**src/label_box_overlap_checker_core_macros.svh**
```systemverilog
// Assertion helpers for the label box overlap checker.
// Each macro expects clk and rst_n in scope.
`ifndef LABEL_BOX_OVERLAP_CHECKER_CORE_MACROS_SVH
`define LABEL_BOX_OVERLAP_CHECKER_CORE_MACROS_SVH

// The consequent must hold in the same cycle as the antecedent.
`define LBOC_ASSERT_SAME(label, ante, cons) \
    label: assert property (@(posedge clk) disable iff (!rst_n) (ante) |-> (cons)) \
        else $error("lboc same-cycle check failed");

// The consequent must hold in the cycle after the antecedent.
`define LBOC_ASSERT_NEXT(label, ante, cons) \
    label: assert property (@(posedge clk) disable iff (!rst_n) (ante) |=> (cons)) \
        else $error("lboc next-cycle check failed");

`endif

```
**src/lboc_pkg.sv**
```systemverilog
`default_nettype none

package lboc_pkg;

    localparam int MAX_LABELS    = 1024;
    localparam int IDX_W         = $clog2(MAX_LABELS);
    localparam int CNT_W         = $clog2(MAX_LABELS + 1);
    localparam int LABELS_SEEN_W = 11;
    localparam int POS_W         = 17;

    localparam logic [2:0] CORNER_NONE         = 3'd0;
    localparam logic [2:0] CORNER_BOTTOM_LEFT  = 3'd1;
    localparam logic [2:0] CORNER_TOP_LEFT     = 3'd2;
    localparam logic [2:0] CORNER_TOP_RIGHT    = 3'd3;
    localparam logic [2:0] CORNER_BOTTOM_RIGHT = 3'd4;

    typedef struct packed {
        logic signed [15:0] point_x;
        logic signed [15:0] point_y;
        logic [14:0]        box_length;
        logic [14:0]        box_height;
        logic [2:0]         corner_code;
        logic               last_label;
    } in_word_t;

    typedef struct packed {
        logic                     no_overlap;
        logic [LABELS_SEEN_W-1:0] labels_seen;
        logic                     capacity_exceeded;
    } out_word_t;

    typedef struct packed {
        logic signed [POS_W-1:0] left;
        logic signed [POS_W-1:0] top;
        logic [14:0]             width;
        logic [14:0]             height;
        logic                    placed;
    } entry_t;

    typedef struct packed {
        logic load;
        logic rd_en;
        logic write_entry;
        logic set_overflow;
        logic finish;
    } dp_cmd_t;

    typedef struct packed {
        logic full;
        logic placed;
        logic count_zero;
        logic scan_last;
        logic last;
    } dp_status_t;

endpackage

`default_nettype wire

```
**src/lboc_ctrl.sv**
```systemverilog
`default_nettype none

module lboc_ctrl (
    input  wire                  clk,
    input  wire                  rst_n,
    input  wire                  label_valid,
    output logic                 label_stall,
    output logic                 result_valid,
    input  wire                  result_stall,
    input  lboc_pkg::dp_status_t status,
    output lboc_pkg::dp_cmd_t    cmd
);

    localparam logic [2:0] S_IDLE   = 3'd0;
    localparam logic [2:0] S_DECIDE = 3'd1;
    localparam logic [2:0] S_SCAN   = 3'd2;
    localparam logic [2:0] S_WRITE  = 3'd3;
    localparam logic [2:0] S_FINISH = 3'd4;

    logic [2:0] state_reg;
    logic [2:0] state_next;
    logic       out_valid_reg;
    logic       out_valid_next;
    logic       out_free;

    assign out_free    = !out_valid_reg || !result_stall;
    assign label_stall = (state_reg != S_IDLE);

    always_comb
    begin
        state_next     = state_reg;
        cmd            = '0;
        out_valid_next = out_valid_reg && result_stall;
        unique case (state_reg)
            S_IDLE:
            begin
                if (label_valid)
                begin
                    cmd.load   = 1'b1;
                    state_next = S_DECIDE;
                end
            end
            S_DECIDE:
            begin
                priority if (status.full)
                begin
                    cmd.set_overflow = 1'b1;
                    state_next       = status.last ? S_FINISH : S_IDLE;
                end
                else if (status.placed && !status.count_zero)
                begin
                    state_next = S_SCAN;
                end
                else
                begin
                    state_next = S_WRITE;
                end
            end
            S_SCAN:
            begin
                cmd.rd_en = 1'b1;
                if (status.scan_last)
                begin
                    state_next = S_WRITE;
                end
            end
            S_WRITE:
            begin
                cmd.write_entry = 1'b1;
                state_next      = status.last ? S_FINISH : S_IDLE;
            end
            S_FINISH:
            begin
                if (out_free)
                begin
                    cmd.finish     = 1'b1;
                    out_valid_next = 1'b1;
                    state_next     = S_IDLE;
                end
            end
            default:
            begin
                state_next = S_IDLE;
            end
        endcase
    end

    always_ff @(posedge clk or negedge rst_n)
    begin
        if (!rst_n)
        begin
            state_reg     <= S_IDLE;
            out_valid_reg <= 1'b0;
        end
        else
        begin
            state_reg     <= state_next;
            out_valid_reg <= out_valid_next;
        end
    end

    assign result_valid = out_valid_reg;

endmodule

`default_nettype wire

```
**config.mk**
```make
export PLATFORM = sky130hd
export DESIGN_NAME = lboc_ctrl
export DESIGN_NICKNAME = d
export VERILOG_FILES = /design/src/label_box_overlap_checker_core_macros.svh /design/src/lboc_pkg.sv /design/src/lboc_ctrl.sv
export SDC_FILE = /design/constraint.sdc
export NUM_CORES = 1
export LEC_CHECK = 0
export ABC_AREA = 1
export BUFFER_PORTS_ARGS = -buffer_cell sky130_fd_sc_hd__buf_2
export CELL_PAD_IN_SITES_DETAIL_PLACEMENT = 2
export CELL_PAD_IN_SITES_GLOBAL_PLACEMENT = 2
export CORE_MARGIN = 2
export CORE_UTILIZATION = 17
export DETAILED_ROUTE_END_ITERATION = 8
export PLACE_DENSITY = 0.81
export RECOVER_POWER = 100
export SETUP_SLACK_MARGIN = 0.4
export SLEW_MARGIN = 20
export SYNTH_ARGS = -nofsm -noshare
export SYNTH_HDL_FRONTEND = slang
export SYNTH_SLANG_ARGS = --single-unit
```
**constraint.sdc**
```tcl
create_clock -name clk -period 1.2 [get_ports clk]
set_input_delay 0.24 -clock clk [delete_from_list [all_inputs] [get_ports clk]]
set_output_delay 0.24 -clock clk [all_outputs]
set_load 0.02 [all_outputs]
```
== After elaboration in Yosys (flattened, before gate mapping) ==
Index checks and enable logic that the tools add are counted.
Word-level totals
  word-level logic and storage cells: 35
  bits in registers: 4
  input port bits: 9
  output and inout port bits: 7
Operators by class
  reductions and logical operators: 9
  equal/unequal tests: 7
  muxes and demuxes: 17
Operators by type and width (number)
  3-bit 2-to-1 mux: 5
  3-bit case mux with 5 select lines: 1
  1-bit 2-to-1 mux: 11
  3-bit by 2-bit == test with 1-bit output, second input constant: 2
  2-bit != test, second input constant: 3
  3-bit by 1-bit == test with 1-bit output, second input constant: 1
  3-bit == test, second input constant: 1
  1-bit zero test: 3
  3-bit zero test: 1
  3-bit AND reduction: 1
  3-bit nonzero test: 1
  1-bit logical AND: 2
  1-bit logical OR: 1

== Logic depth before layout (Yosys ltp) ==
Gate-level depths: netlist of the first run.
  depth after elaboration: 5
  gate-level depth with buffers: 6
  gate-level depth less buffers: 6

== Worst setup path after synthesis of the first run ==
No wires, ideal clock.
  kind: reg-to-output
  start: register state_reg[2]
  end: output cmd[4] in the netlist's numbering
  stages on the path, launching flop included: 4
  buffers on the path: 0
  path slack: -0.163 ns
  arrival time: 1.123 ns
  path through: dfrtp_1 nor2_2 nand2_1 nor2_1
RTL lines
  start, declared: line lboc_ctrl.sv:20  | logic [2:0] state_reg;
  start signal, assigned: line lboc_ctrl.sv:97  | state_reg <= state_next;
  end, declared: line lboc_ctrl.sv:11  | output lboc_pkg::dp_cmd_t cmd

==> results of run 1 <==
[layer usage]
layer	vias up	track usage, %	wire, um
met4	0	9.375	54
li1	167	-	-
met1	169	12.44	360
met5	-	0	0
met2	16	21.54	593
met3	6	3.879	57
[final cells by class]
cell class / instances / area [sq um]
Inverter: 9 / 33.78
Multi-Input combinational cell: 26 / 177.7
Tap cell: 15 / 18.77
Timing Repair Buffer: 21 / 151.4
Sequential cell: 4 / 105.1
Clock buffer: 4 / 26.28
Fill cell: 160 / 820.8
[worst reg2reg max path, delay by kind of cell, from the launching register on]
family	cells	cell delay, ns
AND/OR/NAND/NOR	4	0.40
buffers and inverters	2	0.16
flip-flops	1	0.46
[cells in the final DEF (no fill, tap or decap)]
cell and n:
buf_2 8, inv_1 7, buf_4 7, nor2_4 6, nand2_1 6, nand3_1 6, buf_6 4, dfrtp_2 4
clkbuf_4 3, nand2_2 2, inv_2 2, nand2_4 2, nor2_1 2, clkbuf_1 2, o21ai_2 1, nand4_1 1
dlygate4sd3_1 1
[power breakdown]
group	switching (mW)	total, mW	internal [mW]
Combinational	0.448	0.835	0.388
Sequential	0.110	0.311	0.201
Clock	0.0790	0.205	0.126
Total	0.636	1.35	0.715
[cells by family after synthesis]
family	count (synthesis)	synth area share, %
buffers and inverters	9	13.64
flip-flops	4	40.41
AND/OR/NAND/NOR	25	43.94
AO/OA/AOI/OAI	1	2.018
[stage by stage]
step	TNS [ns]	setup slack [ns]	cells	power (mW)	utilization, %
2_1_floorplan	0	0.08978	39	0.6787	-
3_3_place_gp	0	0.01391	71	0.8698	29.46
3_5_place_dp	-0.01009	-0.009909	71	0.8914	29.46
4_1_cts	-1.099	-0.2226	77	1.265	36.21
5_1_grt	-1.342	-0.2382	79	1.452	38.46
6_report	-1.027	-0.1895	79	1.351	38.46
[worst paths after layout]
kind	depth (start not counted)	end	slack, ns
setup / recovery	4	cmd[3]	-0.19
hold / removal	3	result_valid$_DFF_PN0_	0.21
setup reg to reg	6	state_reg[0]$_DFFE_PN0P_	0.10
hold reg to reg	2	result_valid$_DFF_PN0_	0.53
max in group asynchronous	2	state_reg[1]$_DFFE_PN0P_	0.60
min in group asynchronous	2	state_reg[2]$_DFFE_PN0P_	0.36
[repair_timing]
item                                    4_1_cts  5_1_grt
buffers inserted                              1        2
endpoints found under the setup margin       11       11
gates resized for setup                      18        4
cloned                                        0        0
pin swaps                                     3        3
hold buffers                                  1        0
endpoints found under the hold margin         4        0
==> impl_results.md, run 1 <==
* Root buf cell: clkbuf_4
* NumNets Final at 74
* Proportion of register bits with asynchronous set or reset after synthesis at between 90% and 100%
* Launch point of the critical path: state_reg[2]$_DFFE_PN0P_
* Worst path bufs/invs at 2
* Final setup vio count at 6
* Minimum clock period at approximately 1.4 ns
* CTS max path bufs at 2
* CP delay by family, top: flip-flops
* Fin area at just over 500 sq um
* Pin count of the biggest net entering global routing at 6
* P per Cell Area at about 2600 nW/um^2
* Transition time at the pin with the least slew margin at 0.2553 ns
* Startpoint of the worst register-to-register path: state_reg[2]$_DFFE_PN0P_
* Effective utilization at floorplan at a little under a fifth
* Number of iterations in the first detailed-routing pass at 1
* Via Count at 358
* DP Wirelength at 726 um
* Clock latency at the later pin of the worst-skew pair at 0.26 ns
* Post-synthesis average cell area at between 6 and 7 sq um
* Worst hold slack at 0.2139 ns
* Total of buffers placed on input and output ports at 15
* Initial DRC count at 0
* Cell area after placement at between 300 and 400 sq um
* IR Drop Worst-Case VDD at a little over 0.8 mV
* Number of global-route vias before repair at just under 400
* Wirelength, routed at 1065 um
* Unrepaired setup endpoints after global routing: true
* Worst Path Max Fanout at 5
* Number of library cell types mapped by synthesis at 9
* Routed Antenna Nets at 0
* Kind of end point of the critical path: primary output
* Post-Route Skew at roughly 0.016 ns
* Clock Pin Slew Worst Setup and Hold Paths at roughly 0.05 ns
* Average detailed-routed wire length per instance at around 13 um
* Cell taking the most area after synthesis: dfrtp_1
* LEAKAGE at about 0.29 nW
* Total routing resource utilization after global routing at around 13%
* Final routed DRC violation total at 0
* Fmax at between 0.7 and 0.8 GHz
* Startpoint-to-endpoint class of the critical path: register to primary output
* Area of the mapped netlist at 247.7 sq um
* List of most frequent post-synthesis cells: nand2_1 (10), inv_1 (8), nand3_1 (6), nor2_1 (6), dfrtp_1 (4)
* Critical-path cell with the highest stage delay: dfrtp_2
* Number of standard cells after synthesis at 39
* Total clock buffers created by CTS at 3
* Required time at the endpoint of the critical path at between 0.9 and 1 ns
* Number of synthesized register bits at 4
* Post-synth EDFFs at 0
* Area Growth Syn to Fin at 107.1%
* Classification of the worst-slack hold path: primary input to register
* Post-synthesis sequential area ratio at between 40% and 50%
* Outcome: finished, violations left
* Syn Nets at between 40 and 50
* DIE AREA at between 1500 and 2000 sq um
* FP Rows at 13
* Height of the chip at about 42 um
* Number of max-cap violations at 0
* Data arrival time of the critical path at around 1.2 ns
* Count of final hold-check violations at 0
* Synth top area share at 40.40%
* Ports at 16
* Diode insertion count for antenna repair at 0
* Core region area at approximately 1300 sq um
* Dominant synthesized flop cell: dfrtp_1
* Normalized max-slew margin at 82.98%
* Number of clock sinks seen by CTS at 4
* Synthesis warning total at 0
* Largest register FFs at 3
* Crit-path max cell delay at 0.46 ns
* Global-route wire length before repair at ~1600 um
* GRT Residual Overflow at 0
* GPL Wtd Cong at a little under 0.8
* Worst min-delay path startpoint: result_stall
* Most instantiated library cell after synthesis: nand2_1
* TritonCTS clock tree: done
* Final critical-path setup slack at -0.1895 ns
* Pins over their slew limit at 0
* Dominant cells by area after synthesis: dfrtp_1 (40%), nand2_1 (15%), nand3_1 (12%)
* Failing checks: setup timing
* Vias per inst at between 4 and 5
* Die outline width at approximately 42 um
* Chain of cells forming the critical path: nor2_4, nand2_2, inv_2, buf_6
* Type of element launching the critical path: register
* Number of antenna violations at the first check in global routing at 0
* Fraction of layout instances using a drive strength above 1 at between 60% and 70%
* Final critical-path share of the clock period at 115.8%
* CTS HTree Levels at 1
Note: power is estimated with default switching activity, not from simulation.
==> run 2, diff against run 1 <==
- ABC_AREA: 1 -> 0
- CORE_UTILIZATION: 17 -> 19
- CTS_BUF_LIST: not set -> sky130_fd_sc_hd__clkbuf_8 sky130_fd_sc_hd__clkbuf_16
- PLACE_DENSITY: 0.81 -> 0.79
==> run 2 against run 1 <==
Compared with the run above: the run still ends with setup timing left; worst setup slack worse by 0.13 ns; cell count is 13% lower; register-to-register slack worse by 0.11 ns; sequential share of layout area is 2.4 points lower; worst hold slack better by 0.088 ns; critical path depth is 1 lower; core utilization is 7.5 points higher; clock power is 43% higher; cell area is 12% higher; critical endpoint is now cmd[0]; first-iteration DRC count stayed put; critical path type unchanged; wire length is 14% lower; sequential power is 24% lower.
==> impl_results.md, run 2 <==
* Number of iterations in the first detailed-routing pass at 1 (unchanged)
* Largest register FFs at 3 (unchanged)
* Classification of the worst-slack hold path: primary input to register
* CTS HTree Levels at 1 (unchanged)
* LEAKAGE at 0.2733 nW (-5.0%)
* Post-synthesis sequential area ratio at 40.40% (unchanged)
* Fin area at 575.6 sq um (+12%)
* DIE AREA at 1609 sq um (-9.6%)
* Diode insertion count for antenna repair at 0 (unchanged)
* Average detailed-routed wire length per instance at 13.33 um (-1.1%)
* Area of the mapped netlist at 247.7 sq um (unchanged)
* Post-synthesis average cell area at 9.528 sq um (+50%)
* Effective utilization at floorplan at 19.78% (+1.2 points)
* Final critical-path share of the clock period at 126.8% (+11 points)
* Kind of end point of the critical path: primary output
* Number of synthesized register bits at 4 (unchanged)
* GPL Wtd Cong at 0.6890 (-12%)
* Data arrival time of the critical path at 1.28 ns (+0.13 ns)
* DP Wirelength at 715.6 um (-1.4%)
* Synthesis warning total at 0 (unchanged)
* Flop2flop setup slack at -0.01 ns (-0.11 ns)
* Transition time at the pin with the least slew margin at 0.2304 ns (-0.02489 ns)
* Final routed DRC violation total at 0 (unchanged)
* Via Count at 300 (-16%)
* Die outline width at 40.11 um (-4.9%)
* Total routing resource utilization after global routing at 13.39% (+0.86 points)
* Root buf cell: clkbuf_8
* Required time at the endpoint of the critical path at 0.96 ns (about the same)
* P per Cell Area at 2383 nW/um^2 (-9.5%)
* Normalized max-slew margin at 84.58% (+1.6 points)
* Number of max-cap violations at 0 (unchanged)
* Outcome: finished, violations left
* Cell area after placement at 412.9 sq um (+5.1%)
* Count of final hold-check violations at 0 (unchanged)
* Routed Antenna Nets at 0 (unchanged)
* Global-route wire length before repair at 1359 um (-15%)
* Startpoint-to-endpoint class of the critical path: register to primary output
* Area Growth Syn to Fin at 132.3%
* Proportion of register bits with asynchronous set or reset after synthesis at 100.0% (unchanged)
* Unrepaired setup endpoints after global routing: true
* Pins over their slew limit at 0 (unchanged)
* Ports at 16 (unchanged)
* Dominant synthesized flop cell: dfrtp_1
* Type of element launching the critical path: register
* IR Drop Worst-Case VDD at 0.8601 mV (+5.0%)
* Cell taking the most area after synthesis: dfrtp_1
* Total clock buffers created by CTS at 3 (unchanged)
* Commonest non-fill, non-tap cells in the layout: buf_6 (8), buf_2 (7), buf_4 (7)
* Clock Pin Slew Worst Setup and Hold Paths at 0.04 ns (about the same)
* TritonCTS clock tree: done
* Number of inserted filler cells in the final layout at 125 (-22%)
* Worst R2R Path Depth at 4 (-2)
* Failing checks: setup timing
* Most common cell after layout, fill and taps aside: buf_6
* Core region area at 1252 sq um (-6.1%)
* Wirelength, routed at 920 um (-14%)
* List of most frequent post-synthesis cells: dfrtp_1 (4), nor2_1 (4), nand2b_1 (3), inv_1 (2), nand2_1 (2)
* Syn Nets at 35 (-27%)
* Minimum clock period at 1.522 ns (+0.1325 ns)
* Height of the chip at 40.11 um (-4.9%)
* NumNets Final at 64 (-14%)
* Number of global-route vias before repair at 327 (-15%)
* GRT Residual Overflow at 0 (unchanged)
* Initial DRC count at 0 (unchanged)
* Number of standard cells after synthesis at 26 (-33%)
* Fraction of layout instances using a drive strength above 1 at 77.78% (+17 points)
* Clock latency at the later pin of the worst-skew pair at 0.22 ns (-0.04 ns)
* CTS max path bufs at 2 (unchanged)
* Number of antenna violations at the first check in global routing at 0 (unchanged)
* Dominant cells by area after synthesis: dfrtp_1 (40%), nand2b_1 (7.6%), o32ai_2 (6.6%)
* Synth top area share at 40.40% (unchanged)
* Post-Route Skew at 0.003735 ns (-0.01219 ns)
* Post-placement worst setup slack at -0.1323 ns (-0.1224 ns)
* Final setup vio count at 7 (+1)
* WHS Path Cells at 3 (unchanged)
* Post-synth EDFFs at 0 (unchanged)
* FP Rows at 13 (unchanged)
* Fmax at 0.6570 GHz (-8.7%)
* Final critical-path setup slack at -0.3220 ns (-0.1325 ns)
* Number of library cell types mapped by synthesis at 16 (+7)
* Total of buffers placed on input and output ports at 15 (unchanged)
* Vias per inst at 4.348 (-4.1%)
* Worst Path Max Fanout at 3 (-2)
* Number of clock sinks seen by CTS at 4 (unchanged)
* Pin count of the biggest net entering global routing at 7 (+1)
* Final Power at 1.371 mW (+1.5%)
[run 2: cell count changes in the layout (fill, tap and decap cells not counted), moves of 3 or more]
cell      delta
nor2_4       -4
nand2_1      -5
clkbuf_4     -3
inv_1        -4
clkbuf_8     +3
nand3_1      -6
buf_6        +4
[run 2: logic make-up (layout without fill, tap and decap cells)]
group | count (synthesis) | count (layout) | synth area share, %
simple gates | 15 | 15 | 35.86
compound gates | 4 | 4 | 16.16
flops | 4 | 4 | 40.41
buf+inv | 2 | 30 | 3.031
mux | 1 | 1 | 4.545
[run 2: power breakdown]
part / switching [mW] / internal (mW)
logic: 0.379 / 0.461
clock network: 0.0757 / 0.219
registers: 0.0480 / 0.189
total: 0.503 / 0.869
[run 2: path summary, 6_finish.rpt]
path,start,to
worst max-delay path,state_reg[0]$_DFFE_PN0P_,cmd[0]
worst min-delay path,status[0],state_reg[2]$_DFFE_PN0P_
worst max register to register,state_reg[0]$_DFFE_PN0P_,state_reg[2]$_DFFE_PN0P_
worst min register to register,state_reg[2]$_DFFE_PN0P_,state_reg[1]$_DFFE_PN0P_
max in group asynchronous,rst_n,state_reg[2]$_DFFE_PN0P_
min in group asynchronous,rst_n,state_reg[0]$_DFFE_PN0P_
[run 2: layer usage]
metal  vias up  GRT usage [%]  wire [um]
met2        18          25.00        498
li1        144              -          -
met5         -              0          0
met3         2         0.5556         65
met4         0          10.34         19
met1       136          13.76        338
[run 2: layout make-up]
| class | count | area, sq um | share of cell area (%) |
|---|---|---|---|
| tap | 15 | 18.77 | 3.261 |
| clock inverter | 1 | 3.754 | 0.6522 |
| timing repair buffer | 24 | 191.4 | 33.26 |
| inverter | 2 | 7.507 | 1.304 |
| clock buffer | 3 | 41.29 | 7.174 |
| sequential | 4 | 103.9 | 18.04 |
| multi-input combinational | 20 | 209.0 | 36.30 |
[run 2: critical path, stage by stage, from the launching register on]
cell and delay (ns):
dfrtp_1 0.38, or3b_4 0.43, a21oi_4 0.13, buf_6 0.13
[run 2: metrics by stage]
| stage | TNS [ns] | hold slack [ns] | util [%] | cells |
|---|---|---|---|---|
| after floorplan | -0.1135 | -0.05559 | - | 26 |
| after global placement | -0.2401 | 0.04750 | 32.97 | 61 |
| after detailed placement | -0.3982 | 0.04906 | 32.97 | 61 |
| after CTS | -1.700 | 0.3176 | 43.66 | 69 |
| after global routing | -1.898 | 0.3172 | 45.95 | 69 |
| final | -1.612 | 0.3024 | 45.95 | 69 |
[run 2: repair_timing]
action	4_1_cts	5_1_grt
hold endpoints to repair	4	0
setup endpoints to repair	11	11
buffers inserted	3	0
resized for setup	15	9
pin swaps	3	0
hold buffers	1	0
